==> config.mk <==
export PLATFORM = sky130hd
export DESIGN_NAME = md5_block_compression
export DESIGN_NICKNAME = d
export VERILOG_FILES = /design/src/design/md5c_pkg.sv /design/src/design/md5c_ram.sv /design/src/design/md5_block_compression.sv
export VERILOG_INCLUDE_DIRS = /design/src /design/src/design
export SDC_FILE = /design/constraint.sdc
export NUM_CORES = 2
export LEC_CHECK = 0
export BUFFER_PORTS_ARGS = -buffer_cell sky130_fd_sc_hd__buf_2
export CORE_MARGIN = 2
export CORE_UTILIZATION = 55
export CTS_BUF_LIST = sky130_fd_sc_hd__clkbuf_8
export CTS_CLUSTER_DIAMETER = 120
export DETAILED_ROUTE_END_ITERATION = 10
export HOLD_SLACK_MARGIN = 0.03
export MAX_ROUTING_LAYER = met4
export PLACE_DENSITY = 0.75
export SKIP_LAST_GASP = 1
export SLEW_MARGIN = 25
export SYNTH_ARGS = -nofsm -noshare
export SYNTH_HDL_FRONTEND = slang
export SYNTH_SLANG_ARGS = --single-unit
==> constraint.sdc <==
create_clock -name clock -period 11.01 [get_ports clock]
set_input_delay 0.5505 -clock clock [delete_from_list [all_inputs] [get_ports clock]]
set_output_delay 0.5505 -clock clock [all_outputs]
set_load 0.03 [all_outputs]
==> src/design/assert_macros.svh <==
// ----------------------------------------------------------------------------
// assert_macros.svh
// Shared concurrent assertion macros for the MD5 compression design.
// ----------------------------------------------------------------------------
`ifndef ASSERT_MACROS_SVH
`define ASSERT_MACROS_SVH

// Same-cycle implication, disabled during reset
`define ASSERT_IMPL(lbl, clk, rst, ante, cons, msg) \
   lbl: assert property (@(posedge clk) disable iff (rst) (ante) |-> (cons)) \
      else $error(msg);

// Next-cycle implication, disabled during reset
`define ASSERT_NEXT(lbl, clk, rst, ante, cons, msg) \
   lbl: assert property (@(posedge clk) disable iff (rst) (ante) |=> (cons)) \
      else $error(msg);

`endif

==> src/design/md5c_pkg.sv <==
// ----------------------------------------------------------------------------
// md5c_pkg
// Types, constants and round tables for the MD5 block compression engine.
// ----------------------------------------------------------------------------
`timescale 1ns / 1ps

package md5c_pkg;

   localparam int WORD_W      = 32;
   localparam int BLOCK_WORDS = 16;
   localparam int ROUNDS      = 64;

   // Standard initial chaining values
   localparam logic [WORD_W-1:0] INIT_A = 32'h67452301;
   localparam logic [WORD_W-1:0] INIT_B = 32'hefcdab89;
   localparam logic [WORD_W-1:0] INIT_C = 32'h98badcfe;
   localparam logic [WORD_W-1:0] INIT_D = 32'h10325476;

   typedef struct packed {
      logic [WORD_W-1:0] message_word;
      logic              start_of_message;
      logic              end_of_message;
   } req_word_type;

   typedef struct packed {
      logic [WORD_W-1:0] digest_a;
      logic [WORD_W-1:0] digest_b;
      logic [WORD_W-1:0] digest_c;
      logic [WORD_W-1:0] digest_d;
   } rsp_word_type;

   // Additive round constants
   localparam logic [WORD_W-1:0] ROUND_CONST [ROUNDS] = '{
      32'hd76aa478, 32'he8c7b756, 32'h242070db, 32'hc1bdceee,
      32'hf57c0faf, 32'h4787c62a, 32'ha8304613, 32'hfd469501,
      32'h698098d8, 32'h8b44f7af, 32'hffff5bb1, 32'h895cd7be,
      32'h6b901122, 32'hfd987193, 32'ha679438e, 32'h49b40821,
      32'hf61e2562, 32'hc040b340, 32'h265e5a51, 32'he9b6c7aa,
      32'hd62f105d, 32'h02441453, 32'hd8a1e681, 32'he7d3fbc8,
      32'h21e1cde6, 32'hc33707d6, 32'hf4d50d87, 32'h455a14ed,
      32'ha9e3e905, 32'hfcefa3f8, 32'h676f02d9, 32'h8d2a4c8a,
      32'hfffa3942, 32'h8771f681, 32'h6d9d6122, 32'hfde5380c,
      32'ha4beea44, 32'h4bdecfa9, 32'hf6bb4b60, 32'hbebfbc70,
      32'h289b7ec6, 32'heaa127fa, 32'hd4ef3085, 32'h04881d05,
      32'hd9d4d039, 32'he6db99e5, 32'h1fa27cf8, 32'hc4ac5665,
      32'hf4292244, 32'h432aff97, 32'hab9423a7, 32'hfc93a039,
      32'h655b59c3, 32'h8f0ccc92, 32'hffeff47d, 32'h85845dd1,
      32'h6fa87e4f, 32'hfe2ce6e0, 32'ha3014314, 32'h4e0811a1,
      32'hf7537e82, 32'hbd3af235, 32'h2ad7d2bb, 32'heb86d391
   };

   // Left-rotate amount per round: group in bits 5:4, position in bits 1:0
   function automatic logic [4:0] rot_amount(input logic [5:0] r);
      logic [4:0] amt;
      case ({r[5:4], r[1:0]})
         4'b0000: amt = 5'd7;
         4'b0001: amt = 5'd12;
         4'b0010: amt = 5'd17;
         4'b0011: amt = 5'd22;
         4'b0100: amt = 5'd5;
         4'b0101: amt = 5'd9;
         4'b0110: amt = 5'd14;
         4'b0111: amt = 5'd20;
         4'b1000: amt = 5'd4;
         4'b1001: amt = 5'd11;
         4'b1010: amt = 5'd16;
         4'b1011: amt = 5'd23;
         4'b1100: amt = 5'd6;
         4'b1101: amt = 5'd10;
         4'b1110: amt = 5'd15;
         4'b1111: amt = 5'd21;
         default: amt = 5'd0;
      endcase
      return amt;
   endfunction

   // Message word index used by each round
   function automatic logic [3:0] msg_index(input logic [5:0] r);
      logic [8:0] rr;
      logic [8:0] tmp;
      rr = {3'b000, r};
      case (r[5:4])
         2'd0:    tmp = rr;
         2'd1:    tmp = 9'd5 * rr + 9'd1;
         2'd2:    tmp = 9'd3 * rr + 9'd5;
         2'd3:    tmp = 9'd7 * rr;
         default: tmp = rr;
      endcase
      return tmp[3:0];
   endfunction

   function automatic logic [WORD_W-1:0] rotl(input logic [WORD_W-1:0] x,
                                              input logic [4:0] n);
      logic [2*WORD_W-1:0] dbl;
      dbl = {x, x} << n;
      return dbl[2*WORD_W-1:WORD_W];
   endfunction

endpackage

==> src/design/md5c_ram.sv <==
// ----------------------------------------------------------------------------
// md5c_ram
// Generic single-write, single-read synchronous RAM with registered read.
// ----------------------------------------------------------------------------
`timescale 1ns / 1ps

module md5c_ram #(
   parameter int WIDTH = 32,
   parameter int DEPTH = 16,
   localparam int AW   = (DEPTH > 1) ? $clog2(DEPTH) : 1
) (
   input  logic             clock,
   input  logic             wr_en,
   input  logic [AW-1:0]    wr_addr,
   input  logic [WIDTH-1:0] wr_data,
   input  logic [AW-1:0]    rd_addr,
   output logic [WIDTH-1:0] rd_data
);

   logic [WIDTH-1:0] mem [DEPTH];
   logic [WIDTH-1:0] rd_data_ff;

   always_ff @(posedge clock) begin
      if (wr_en) begin
         mem[wr_addr] <= wr_data;
      end
      rd_data_ff <= mem[rd_addr];
   end

   assign rd_data = rd_data_ff;

endmodule

==> src/design/md5_block_compression.sv <==
// ----------------------------------------------------------------------------
// md5_block_compression
// MD5 compression over a padded word stream, digest strobed per final block.
// ----------------------------------------------------------------------------
// Words are taken one per cycle while busy is low. The sixteenth word of a
// block raises busy while the block is compressed: a priming step starts the
// first block RAM read, then come the rounds (one round per cycle through the
// single round unit, each fed by one registered read of the block RAM), and a
// final step folds the result into the chaining values. When the block's last
// word carries end_of_message, the digest appears on rsp_word for exactly one
// cycle with rsp_strobe high, in the cycle busy falls; there is no way to
// hold it off, so capture it then.
`timescale 1ns / 1ps

module md5_block_compression (
   input  logic                  clock,
   input  logic                  reset,
   input  logic                  start,
   output logic                  busy,
   input  md5c_pkg::req_word_type req_word,
   output logic                  rsp_strobe,
   output md5c_pkg::rsp_word_type rsp_word
);

`include "assert_macros.svh"

   localparam logic [1:0] ST_IDLE  = 2'd0;
   localparam logic [1:0] ST_ROUND = 2'd1;
   localparam logic [1:0] ST_FINAL = 2'd2;

   localparam int W = md5c_pkg::WORD_W;

   logic [1:0]   state_ff, state_in;
   logic [3:0]   count_ff, count_in;
   logic [6:0]   issue_ff, issue_in;
   logic         end_ff, end_in;
   logic [W-1:0] a_ff, b_ff, c_ff, d_ff;
   logic [W-1:0] a_in, b_in, c_in, d_in;
   logic [W-1:0] cv_ff [4];
   logic [W-1:0] cv_in [4];
   logic         rsp_strobe_ff, rsp_strobe_in;
   md5c_pkg::rsp_word_type rsp_word_ff, rsp_word_in;

   logic         accept;
   logic [3:0]   wr_index;
   logic         last_word;
   logic [3:0]   rd_addr;
   logic [W-1:0] msg_data;
   logic [5:0]   round_idx;
   logic [W-1:0] f_val;
   logic [W-1:0] round_sum;
   logic [W-1:0] b_new;

   assign busy     = (state_ff != ST_IDLE);
   assign accept   = start & ~busy;
   assign wr_index = req_word.start_of_message ? 4'd0 : count_ff;
   assign last_word = (wr_index == 4'd15);

   // Read the word for the round after the one in flight
   assign rd_addr = md5c_pkg::msg_index(issue_ff[5:0]);

   md5c_ram #(
      .WIDTH (md5c_pkg::WORD_W),
      .DEPTH (md5c_pkg::BLOCK_WORDS)
   ) u_block_ram (
      .clock   (clock),
      .wr_en   (accept),
      .wr_addr (wr_index),
      .wr_data (req_word.message_word),
      .rd_addr (rd_addr),
      .rd_data (msg_data)
   );

   // Round datapath: round issue-1 consumes the word read last cycle
   assign round_idx = issue_ff[5:0] - 6'd1;

   always_comb begin
      case (round_idx[5:4])
         2'd0:    f_val = (b_ff & c_ff) | (~b_ff & d_ff);
         2'd1:    f_val = (d_ff & b_ff) | (~d_ff & c_ff);
         2'd2:    f_val = b_ff ^ c_ff ^ d_ff;
         2'd3:    f_val = c_ff ^ (b_ff | ~d_ff);
         default: f_val = '0;
      endcase
   end

   assign round_sum = a_ff + f_val + md5c_pkg::ROUND_CONST[round_idx] + msg_data;
   assign b_new     = b_ff + md5c_pkg::rotl(round_sum, md5c_pkg::rot_amount(round_idx));

   // Sequencer and next-state logic
   always_comb begin
      state_in      = state_ff;
      count_in      = count_ff;
      issue_in      = issue_ff;
      end_in        = end_ff;
      a_in          = a_ff;
      b_in          = b_ff;
      c_in          = c_ff;
      d_in          = d_ff;
      cv_in         = cv_ff;
      rsp_strobe_in = 1'b0;
      rsp_word_in   = rsp_word_ff;

      case (state_ff)
         ST_IDLE: begin
            if (accept) begin
               if (req_word.start_of_message) begin
                  cv_in[0] = md5c_pkg::INIT_A;
                  cv_in[1] = md5c_pkg::INIT_B;
                  cv_in[2] = md5c_pkg::INIT_C;
                  cv_in[3] = md5c_pkg::INIT_D;
               end
               if (last_word) begin
                  count_in = 4'd0;
                  state_in = ST_ROUND;
                  issue_in = 7'd0;
                  end_in   = req_word.end_of_message;
                  a_in     = cv_ff[0];
                  b_in     = cv_ff[1];
                  c_in     = cv_ff[2];
                  d_in     = cv_ff[3];
               end else begin
                  count_in = wr_index + 4'd1;
               end
            end
         end
         ST_ROUND: begin
            issue_in = issue_ff + 7'd1;
            if (issue_ff != 7'd0) begin
               a_in = d_ff;
               d_in = c_ff;
               c_in = b_ff;
               b_in = b_new;
            end
            if (issue_ff == 7'(md5c_pkg::ROUNDS)) begin
               state_in = ST_FINAL;
            end
         end
         ST_FINAL: begin
            cv_in[0] = cv_ff[0] + a_ff;
            cv_in[1] = cv_ff[1] + b_ff;
            cv_in[2] = cv_ff[2] + c_ff;
            cv_in[3] = cv_ff[3] + d_ff;
            rsp_word_in.digest_a = cv_in[0];
            rsp_word_in.digest_b = cv_in[1];
            rsp_word_in.digest_c = cv_in[2];
            rsp_word_in.digest_d = cv_in[3];
            rsp_strobe_in = end_ff;
            state_in      = ST_IDLE;
         end
         default: begin
            state_in = ST_IDLE;
         end
      endcase
   end

   // Control and chaining state
   always_ff @(posedge clock) begin
      if (reset) begin
         state_ff      <= ST_IDLE;
         count_ff      <= 4'd0;
         issue_ff      <= 7'd0;
         end_ff        <= 1'b0;
         rsp_strobe_ff <= 1'b0;
         cv_ff[0]      <= md5c_pkg::INIT_A;
         cv_ff[1]      <= md5c_pkg::INIT_B;
         cv_ff[2]      <= md5c_pkg::INIT_C;
         cv_ff[3]      <= md5c_pkg::INIT_D;
      end else begin
         state_ff      <= state_in;
         count_ff      <= count_in;
         issue_ff      <= issue_in;
         end_ff        <= end_in;
         rsp_strobe_ff <= rsp_strobe_in;
         cv_ff         <= cv_in;
      end
   end

   // Working variables and result word
   always_ff @(posedge clock) begin
      a_ff        <= a_in;
      b_ff        <= b_in;
      c_ff        <= c_in;
      d_ff        <= d_in;
      rsp_word_ff <= rsp_word_in;
   end

   assign rsp_strobe = rsp_strobe_ff;
   assign rsp_word   = rsp_word_ff;

   // Checks
   `ASSERT_NEXT(a_last_word_busy, clock, reset, accept && last_word, busy, "last word did not start rounds")
   `ASSERT_IMPL(a_strobe_idle, clock, reset, rsp_strobe, !busy, "digest strobed while busy")
   `ASSERT_IMPL(a_strobe_src, clock, reset, rsp_strobe, $past(state_ff) == ST_FINAL, "digest without final add")
   `ASSERT_IMPL(a_issue_range, clock, reset, state_ff == ST_ROUND, issue_ff <= 7'(md5c_pkg::ROUNDS), "round counter overrun")

endmodule

==> results.sh <==
export IMPL_cp_start_kind="flip-flop"
export IMPL_p_comb_frac=0.087
export IMPL_endpoint_kind="flip-flop"
export IMPL_synthTopCellsByArea="edfxtp_1 (44%), dfxtp_1 (6.7%), mux4_2 (5.9%)"
export IMPL_die_area_um2=97100
export IMPL_synthCells=4621
export IMPL_whs_path_depth=1
export IMPL_hold_start="req_word[11]"
export IMPL_slowest_stage="fa_1"
export IMPL_rsz0062_at_grt="false"
export IMPL_cts_root_buf="clkbuf_8"
export IMPL_cts_sinks=943
export IMPL_globalplace_congestion=1.08
export IMPL_drive_gt1_frac=0.180
export IMPL_critical_path_class="reg2reg"
export IMPL_clockBufferDepth=3
export IMPL_yosys_area_top_type="edfxtp_1"
export IMPL_cts_buffers=156
export IMPL_grt_start_max_net_pins=91
export IMPL_crit_fanout=27
export IMPL_track_usage=0.340
export IMPL_rows=112
export IMPL_setup_viol=0
export IMPL_met2_usage=0.534
export IMPL_ioPinCount=167
export IMPL_wirelength_mm=162
export IMPL_internal_power_mw=5.70
export IMPL_fin_nets=5391
export IMPL_pwr_share_clk=0.399
export IMPL_fin_hold_ws_ns=0.0772
export IMPL_clock_latency_ns=0.90
export IMPL_gr_usage_met3=0.0588
export IMPL_synthFlopType="edfxtp_1"
export IMPL_cap_violations=0
export IMPL_syn_nets=4948
export IMPL_synth_edf_count=768
export IMPL_io_buffers=166
export IMPL_leakage_nw=23.3
export IMPL_core_um2=93600
export IMPL_r2r_cells=40
export IMPL_fillerInstances=7294
export IMPL_start_util=0.556
export IMPL_fin_cells=6455
export IMPL_slew_viol_final=0
export IMPL_worst_pin_slew_ns=1.09
export IMPL_grtUsageMet1=0.440
export IMPL_yosysUniqueCellTypes=91
export IMPL_p_total_mw=7.53
export IMPL_die_w_um=312
export IMPL_fp_dieH_um=312
export IMPL_sequentialPowerShare=0.513
export IMPL_dp_cells=6124
export IMPL_grt_ovfl_total=0
export IMPL_synthArstFlopShare=0
export IMPL_drt_first_iter_violations=4524
export IMPL_synthTopCellsByCount="edfxtp_1 (768), nand2_1 (548), nor2_1 (341)"
export IMPL_max_slew_margin=0.271
export IMPL_status="finished clean"
export IMPL_antenna_found_initial=7
export IMPL_grt_pass1_wl_mm=240
export IMPL_dp_slack_ns=0.805
export IMPL_p_sw_frac=0.243
export IMPL_layout_setup_ws_ns=0.714
export IMPL_area_growth_pct=14.7
export IMPL_yosys_area_top_type_share=0.443
export IMPL_hold_viol_final=0
export IMPL_holdCritPathClass="in2reg"
export IMPL_max_stage_delay_ns=0.55
export IMPL_ys_seq_area_frac=0.510
export IMPL_regToRegStartpoint="issue_ff[1]$_SDFFE_PP0P_"
export IMPL_dr_pass1_iters=6
export IMPL_max_freq_ghz=0.0971
export IMPL_skew_ns=0.0804
export IMPL_fin_crit_sh=0.935
export IMPL_period_minus_slack_ns=10.30
export IMPL_holdPathEnd="u_block_ram.mem[8][9]$_DFFE_PP_"
export IMPL_ir_drop_uv=188
export IMPL_via_per_inst=6.18
export IMPL_p_per_area_nw_per_um2=126
export IMPL_dp_hpwl_mm=115
export IMPL_finalSetupTns_ns=0
export IMPL_grt_pass1_vias=38800
export IMPL_syn_avg_cell_area_um2=11.3
export IMPL_grt_busiest_layer="met2"
export IMPL_cts_tree="done"
export IMPL_yosysWarnings=0
export IMPL_synth_seq_cells=943
export IMPL_synth_most_common_cell="edfxtp_1"
export IMPL_ant_nets=0
export IMPL_drc=0
export IMPL_h_tree_depth=4
export IMPL_p_switching_mw=1.83
export IMPL_cp_arrival_ns=10.88
export IMPL_vias=39900
export IMPL_r2r_setup_slack_ns=0.71
export IMPL_r2r_end="b_ff[24]$_DFFE_PP_"
export IMPL_synth_area_um2=52000
export IMPL_critPathRequiredTime_ns=11.59
export IMPL_clk_pin_slew_ns=0.06
export IMPL_wl_per_cell_um=25.1
stage by stage:
| stage | area [um^2] | utilization |
|---|---|---|
| detailed placement | 56300 | 0.601 |
| global route | 59700 | 0.638 |
| finish | 59700 | 0.638 |
| global placement | 56300 | 0.601 |
| CTS | 59600 | 0.637 |
| floorplan | 52000 | - |
what timing repair did:
action                                  4_1_cts  5_1_grt
hold endpoints to repair                    378        0
gates resized for setup                       0        2
endpoints found under the setup margin        0        3
hold buffers                                 29        0
setup buffers                                 0        7
state kept, by name, summed over array words and instances (netlist names):
register             cells
rsp_word               128
cv_ff                  128
u_block_ram.mem        512
a_ff                    32
c_ff                    32
d_ff                    32
u_block_ram.rd_data     32
state_ff                 2
rsp_strobe               1
end_ff                   1
count_ff                 4
issue_ff                 7
b_ff                    32
cells in the final DEF, fill, tap and decap left out, types with 88 or more instances in the layout:
| cell type | instances |
|---|---|
| mux4_2 | 135 |
| nor2_1 | 338 |
| xnor2_1 | 182 |
| edfxtp_1 | 768 |
| buf_2 | 165 |
| ha_1 | 219 |
| o22ai_1 | 88 |
| buf_4 | 327 |
| a21oi_1 | 316 |
| mux2i_1 | 99 |
| dfxtp_1 | 174 |
| clkbuf_8 | 172 |
| nand2_1 | 547 |
| o21ai_0 | 194 |
| inv_1 | 271 |
area by class of cell:
cell class,instances,area (um^2),share of cell area
multi-input cells,3222,24000,0.401
well taps,1254,1570,0.0263
inverters,212,803,0.0135
clock buffers,172,2370,0.0397
repair buffers,529,3730,0.0625
flip-flops and latches,943,26600,0.445
diodes,4,10.0,0.000168
clock inverters,119,681,0.0114
logic make-up (layout without fill, tap and decap cells):
kind of cell / after synthesis / after routing / synth area share
AO/OA/AOI/OAI: 1148 / 1148 / 0.143
XOR/XNOR: 250 / 250 / 0.0422
adder cells (fa/ha/maj): 290 / 290 / 0.0798
buffers and inverters: 456 / 1032 / 0.0336
flip-flops: 943 / 943 / 0.510
multiplexers: 246 / 246 / 0.0803
other: 0 / 4 / 0
AND/OR/NAND/NOR: 1288 / 1288 / 0.111
worst max path at each step:
stage / start / end / slack, ns / cells past startpoint
after CTS: issue_ff[1]$_SDFFE_PP0P_ / b_ff[24]$_DFFE_PP_ / 0.77 / 42
after detailed placement: issue_ff[1]$_SDFFE_PP0P_ / b_ff[24]$_DFFE_PP_ / 0.81 / 42
after global placement: issue_ff[1]$_SDFFE_PP0P_ / b_ff[31]$_DFFE_PP_ / 0.95 / 42
after floorplan: issue_ff[0]$_SDFFE_PP0P_ / b_ff[24]$_DFFE_PP_ / 0.42 / 42
after global routing: issue_ff[1]$_SDFFE_PP0P_ / b_ff[29]$_DFFE_PP_ / 0.01 / 43
final: issue_ff[1]$_SDFFE_PP0P_ / b_ff[24]$_DFFE_PP_ / 0.71 / 40
power by group through the flow:
stage / registers, mW / logic (mW) / clock network, mW
final: 3.87 / 0.657 / 3.01
after global routing: 3.86 / 0.714 / 3.20
after CTS: 3.86 / 0.649 / 3.04
after detailed placement: 3.94 / 0.637 / 0
after global placement: 3.94 / 0.627 / 0
after floorplan: 3.94 / 0.364 / 0
worst max-delay path: cells and delay by family (launching register included):
family,cells,cell delay [ns]
AO/OA/AOI/OAI,18,4.27
adder cells (fa/ha/maj),5,1.87
AND/OR/NAND/NOR,7,1.80
buffers and inverters,5,0.74
multiplexers,3,0.57
XOR/XNOR,2,0.46
flip-flops,1,0.31
routing by layer:
layer  up-vias  share of wire
met5         -              0
met4         0          0.042
met3       341          0.085
met2      1918           0.47
met1     19600           0.40
li1      18100              -
No activity file was read; power rests on OpenSTA's default activity.
